**src/hdl/soct_pkg.sv**
```systemverilog
`timescale 1ns / 1ps
`default_nettype none
// ----------------------------------------------------------------------------
// soct_pkg
// shared sizes, codes and the travelling word type of the counter table
// ----------------------------------------------------------------------------
package soct_pkg;

	localparam int DEPTH      = 64;
	localparam int ID_BITS    = 16;
	localparam int COUNT_BITS = 16;

	localparam int IDX_W  = $clog2(DEPTH);
	localparam int FILL_W = $clog2(DEPTH + 1);

	// fixed field widths at the ports
	localparam int ID_FW     = 16;
	localparam int RANK_FW   = 6;
	localparam int POS_FW    = 6;
	localparam int COUNT_FW  = 16;
	localparam int USED_FW   = 7;
	localparam int STATUS_FW = 3;

	localparam int RCMP_W = (IDX_W > RANK_FW) ? IDX_W : RANK_FW;

	localparam logic OP_INSERT = 1'b0;
	localparam logic OP_READ   = 1'b1;

	localparam logic [STATUS_FW-1:0] ST_NEW   = 3'd0;
	localparam logic [STATUS_FW-1:0] ST_INC   = 3'd1;
	localparam logic [STATUS_FW-1:0] ST_FULL  = 3'd2;
	localparam logic [STATUS_FW-1:0] ST_READ  = 3'd3;
	localparam logic [STATUS_FW-1:0] ST_EMPTY = 3'd4;

	localparam logic [1:0] MODE_SEARCH = 2'd0;
	localparam logic [1:0] MODE_SHIFT  = 2'd1;
	localparam logic [1:0] MODE_DONE   = 2'd2;

	localparam logic [COUNT_BITS-1:0] COUNT_MAX = {COUNT_BITS{1'b1}};

	// operation word handed from cell to cell
	typedef struct packed {
		logic                  active;
		logic                  op;
		logic [1:0]            mode;
		logic [ID_BITS-1:0]    id;
		logic [RANK_FW-1:0]    rank;
		logic [FILL_W-1:0]     fill;
		logic [ID_BITS-1:0]    c_id;
		logic [COUNT_BITS-1:0] c_cnt;
		logic [STATUS_FW-1:0]  status;
		logic [POS_FW-1:0]     pos;
		logic [ID_BITS-1:0]    r_id;
		logic [COUNT_BITS-1:0] r_cnt;
	} tok_t;

endpackage
`default_nettype wire

```
**src/hdl/soct_cell.sv**
```systemverilog
`timescale 1ns / 1ps
`default_nettype none
// ----------------------------------------------------------------------------
// soct_cell
// one table slot: compares the passing word, reads, counts, inserts or shifts
// ----------------------------------------------------------------------------
module soct_cell (
	input  wire                       clk,
	input  wire                       arst_n,
	input  wire                       en,
	input  wire  [soct_pkg::IDX_W-1:0] index,
	input  soct_pkg::tok_t            tok_in,
	output soct_pkg::tok_t            tok_out
);
	import soct_pkg::*;

	logic [ID_BITS-1:0]    id_q;
	logic [COUNT_BITS-1:0] cnt_q;
	tok_t                  tok_q;

	tok_t                  nt;
	logic                  wr;
	logic [ID_BITS-1:0]    nid;
	logic [COUNT_BITS-1:0] ncnt;
	logic                  valid;
	logic                  full;
	logic [COUNT_BITS-1:0] sat;

	assign valid = FILL_W'(index) < tok_in.fill;
	assign full  = tok_in.fill == FILL_W'(DEPTH);
	assign sat   = (cnt_q != COUNT_MAX) ? cnt_q + 1'b1 : cnt_q;

	always_comb begin
		nt   = tok_in;
		wr   = 1'b0;
		nid  = tok_in.id;
		ncnt = COUNT_BITS'(1);
		if (tok_in.active) begin
			if (tok_in.op == OP_READ) begin
				if (tok_in.mode == MODE_SEARCH && RCMP_W'(index) == RCMP_W'(tok_in.rank)) begin
					nt.mode = MODE_DONE;
					if (valid) begin
						nt.status = ST_READ;
						nt.r_id   = id_q;
						nt.r_cnt  = cnt_q;
					end
				end
			end else begin
				case (tok_in.mode)
					MODE_SEARCH: begin
						if (!valid) begin
							wr        = 1'b1;
							nt.status = ST_NEW;
							nt.pos    = POS_FW'(index);
							nt.r_id   = tok_in.id;
							nt.r_cnt  = COUNT_BITS'(1);
							nt.mode   = MODE_DONE;
						end else if (id_q == tok_in.id) begin
							wr        = 1'b1;
							nid       = id_q;
							ncnt      = sat;
							nt.status = ST_INC;
							nt.pos    = POS_FW'(index);
							nt.r_id   = tok_in.id;
							nt.r_cnt  = sat;
							nt.mode   = MODE_DONE;
						end else if (id_q > tok_in.id) begin
							if (full) begin
								// new id, no room: leave the table alone
								nt.mode = MODE_DONE;
							end else begin
								wr        = 1'b1;
								nt.c_id   = id_q;
								nt.c_cnt  = cnt_q;
								nt.status = ST_NEW;
								nt.pos    = POS_FW'(index);
								nt.r_id   = tok_in.id;
								nt.r_cnt  = COUNT_BITS'(1);
								nt.mode   = MODE_SHIFT;
							end
						end
					end
					MODE_SHIFT: begin
						wr   = 1'b1;
						nid  = tok_in.c_id;
						ncnt = tok_in.c_cnt;
						if (!valid) begin
							nt.mode = MODE_DONE;
						end else begin
							nt.c_id  = id_q;
							nt.c_cnt = cnt_q;
						end
					end
					default: begin
					end
				endcase
			end
		end
	end

	always_ff @(posedge clk or negedge arst_n) begin
		if (!arst_n) begin
			tok_q <= '0;
		end else if (en) begin
			tok_q <= nt;
		end
	end

	always_ff @(posedge clk) begin
		if (en && wr) begin
			id_q  <= nid;
			cnt_q <= ncnt;
		end
	end

	assign tok_out = tok_q;

endmodule
`default_nettype wire

```
**config.mk**
```make
export PLATFORM = sky130hd
export DESIGN_NAME = soct_cell
export DESIGN_NICKNAME = d
export VERILOG_FILES = /design/src/hdl/soct_pkg.sv /design/src/hdl/soct_cell.sv
export SDC_FILE = /design/constraint.sdc
export NUM_CORES = 1
export LEC_CHECK = 0
export BUFFER_PORTS_ARGS = -buffer_cell sky130_fd_sc_hd__buf_2
export CORE_MARGIN = 4
export CORE_UTILIZATION = 45
export DETAILED_ROUTE_END_ITERATION = 12
export GPL_TIMING_DRIVEN = 0
export PLACE_DENSITY_LB_ADDON = 0.3
export SETUP_SLACK_MARGIN = 0.15
export SLEW_MARGIN = 0
export SYNTH_ARGS = -nofsm -noshare
export SYNTH_HDL_FRONTEND = slang
export SYNTH_SLANG_ARGS = --single-unit
```
**constraint.sdc**
```tcl
create_clock -name clk -period 11.53 [get_ports clk]
set_input_delay 1.7295 -clock clk [delete_from_list [all_inputs] [get_ports clk]]
set_output_delay 1.7295 -clock clk [all_outputs]
set_load 0.01 [all_outputs]
```
==> metrics <==
status finished clean; CP Data Arrival Time around 5000 ps; Seq/Total Area, Yosys a little under half; RSZ-0062 raised after global routing false; Mapped Nets roughly 920; Post-Synthesis Cells just under 800; Max Root-Sink Buffers 2; Layout Cells excl Fill between 1k and 1.5k; global-route wire length before repair approximately 42 mm; r2r worst-path depth 8; drt total wl between 20 and 30 mm; yosys warns 0; Power Dens Cells 142.9 nW/µm²; root buf cell clkbuf_16; Final Hold Violating Endpoints 0; number of flops mapped to enable cells by yosys 32; Clk Latency, worst-skew pair 430 ps; Residual DRC 0; via/cell ratio between 5 and 6; Die W ~140 µm; final setup violation count 0; Port Buf Inserts between 200 and 250; vias in the first global route 7,609; setup tns final 0 ps; Starting Density between 40 and 50%; Leak ~0.0046 µW; Worst slew margin about a quarter; total core area 16,700 µm²; MaxCap Viol Count 0; Die Ht around 140 µm; total gr overflow 0; total CTS buffers 17; TritonCTS clock tree yes; most common cell after layout, fill and taps aside buf_2; # resized after CTS 0; initial antenna violation count 5; worst-margin pin slew between 1000 and 1500 ps; fin crit share about two fifths; CTS Hold Bufs 0; detailed placement HPWL 20.16 mm; flop-to-flop setup slack just under 8000 ps; FF-to-FF End id_q[5]; Mapped Area 7749 µm²; Final Slew Violations 0; via count ~7.4k; critical path data required time around 12,000 ps; most frequent cells in the layout 225 x buf_2, 106 x dfrtp_1, 61 x nand2_1, 57 x nor2_1, 57 x inv_1; routed len/inst ~22 µm; Iter 0 DRT Violations about 800; Area growth, synth to finish 26.79%; syn avg cell area 9.909 µm²; Startpoint Class input pin; worst vdd ir slightly above 0.1 mV; Max Fclk approximately 0.21 GHz; post-CTS setup repair buffer count 0; CP Launch Point tok_in[97]; GPL Wtd Cong 0.9042; largest net degree at the start of global routing between 60 and 70; crit path capture type flop; htree depth 4; Worst Hold Class reg -> reg; Critical Path End id_q[5]; worst-path fanout max 11; share of cells above drive strength 1 30.63%; placed cells around 1.2k; FFs w/ async S/R, synth roughly 77%; Top FF cell, synth dfrtp_1; clk slew on worst S/H paths roughly 60 ps; critical path class in -> reg; total global-route track usage about 28%; Post-DRT Antenna Nets 0; post-route minimum period between 4000 and 5000 ps; I/O pin cnt 221; Yosys reg bits between 100 and 150; std cell rows between 40 and 50; worst flop-to-flop path startpoint id_q[11]; CTS Sinks between 100 and 150; Final Skew a little over 8 ps; die footprint 19,380 µm²; Distinct cells, synth 67; # nets final about 1.2k; DRT Pass-1 Iters 5
[sequential cells by signal (all words and copies together) (netlist names)]
register,flops
cnt_q,16
id_q,16
tok_out,106
[kinds of logic (layout without fill, tap and decap cells)]
logic type               Yosys count  in the layout  synth area share [%]
buffers and inverters            105            358                 5.668
multiplexers                      73             73                 9.979
AND/OR/NAND/NOR                  222            222                 14.03
flip-flops                       138            138                 46.63
other                              0              3                     0
adder cells (fa/ha/maj)           22             22                 3.552
AO/OA/AOI/OAI                    207            207                 18.44
XOR/XNOR                          15             15                 1.696
[worst max-delay path, cell delays in order]
cell	delay (ps)
buf_2	100
inv_1	60
ha_1	320
nand4_1	240
a2111o_1	470
a31oi_2	360
a21oi_1	250
a31oi_2	600
a21boi_2	510
buf_8	220
[power by group]
part | total [µW] | switching (µW) | internal (µW)
Sequential | 568 | 25.0 | 543
Clock | 594 | 221 | 373
Combinational | 241 | 141 | 100
[through the flow]
step	setup WS [ps]	area, µm²	hold WS (ps)	util (%)	total power (µW)
floorplan	5674	7749	518.3	-	697.8
global placement	3881	9115	469.1	54.58	808.7
detailed placement	6455	9189	471.7	55.02	815.8
CTS	6882	9817	491.7	58.78	1405
global route	6666	9822	506.4	58.81	1456
finish	6799	9824	492.6	58.83	1403
[worst min path at each step]
stage / startpoint / endpoint / slack (ps) / depth (start not counted)
6_report: tok_out[40] / tok_out[40] / 490 / 1
4_1_cts: tok_out[0] / tok_out[0] / 490 / 1
3_3_place_gp: tok_out[102] / tok_out[102] / 470 / 1
2_1_floorplan: tok_out[39] / tok_out[39] / 520 / 2
3_5_place_dp: tok_out[40] / tok_out[40] / 470 / 1
5_1_grt: tok_out[0] / tok_out[0] / 510 / 1
[cell type report]
class / instances / area (µm²)
fillers: 1498 / 6877
repair buffers: 221 / 1155
diodes: 3 / 7.507
inverters: 57 / 214.0
clock buffers: 21 / 460.4
plain buffers: 48 / 225.2
well taps: 220 / 275.3
clock inverters: 11 / 167.7
multi-input cells: 539 / 3706
flip-flops and latches: 138 / 3613
[Yosys cell counts, types with 13 or more instances]
| cell | number | area share [%] |
|---|---|---|
| a22o_1 | 13 | 1.5 |
| a2bb2oi_1 | 13 | 1.5 |
| xnor2_1 | 13 | 1.5 |
| mux2i_1 | 39 | 5.0 |
| nand3_1 | 40 | 2.6 |
| mux2_2 | 34 | 4.9 |
| inv_1 | 57 | 2.8 |
| clkbuf_1 | 35 | 1.7 |
| dfrtp_1 | 106 | 34 |
| nor2_1 | 57 | 2.8 |
| edfxtp_1 | 32 | 12 |
| o211ai_1 | 14 | 1.4 |
| a21oi_1 | 44 | 2.8 |
| o22ai_1 | 15 | 1.2 |
| nand2_1 | 61 | 3.0 |
| o21ai_0 | 38 | 2.5 |
| ha_1 | 22 | 3.6 |
[metal layers]
layer  track usage, %  vias up  wire, µm  share of wire, %
li1                 -     3374         -                 -
met5                0        -        23             0.085
met4            9.938        6       806               3.0
met2            42.67      390     12200                45
met1            36.63     3601     11180                41
met3            8.816       65      2845                11
Power figures use the tool's default switching activity.
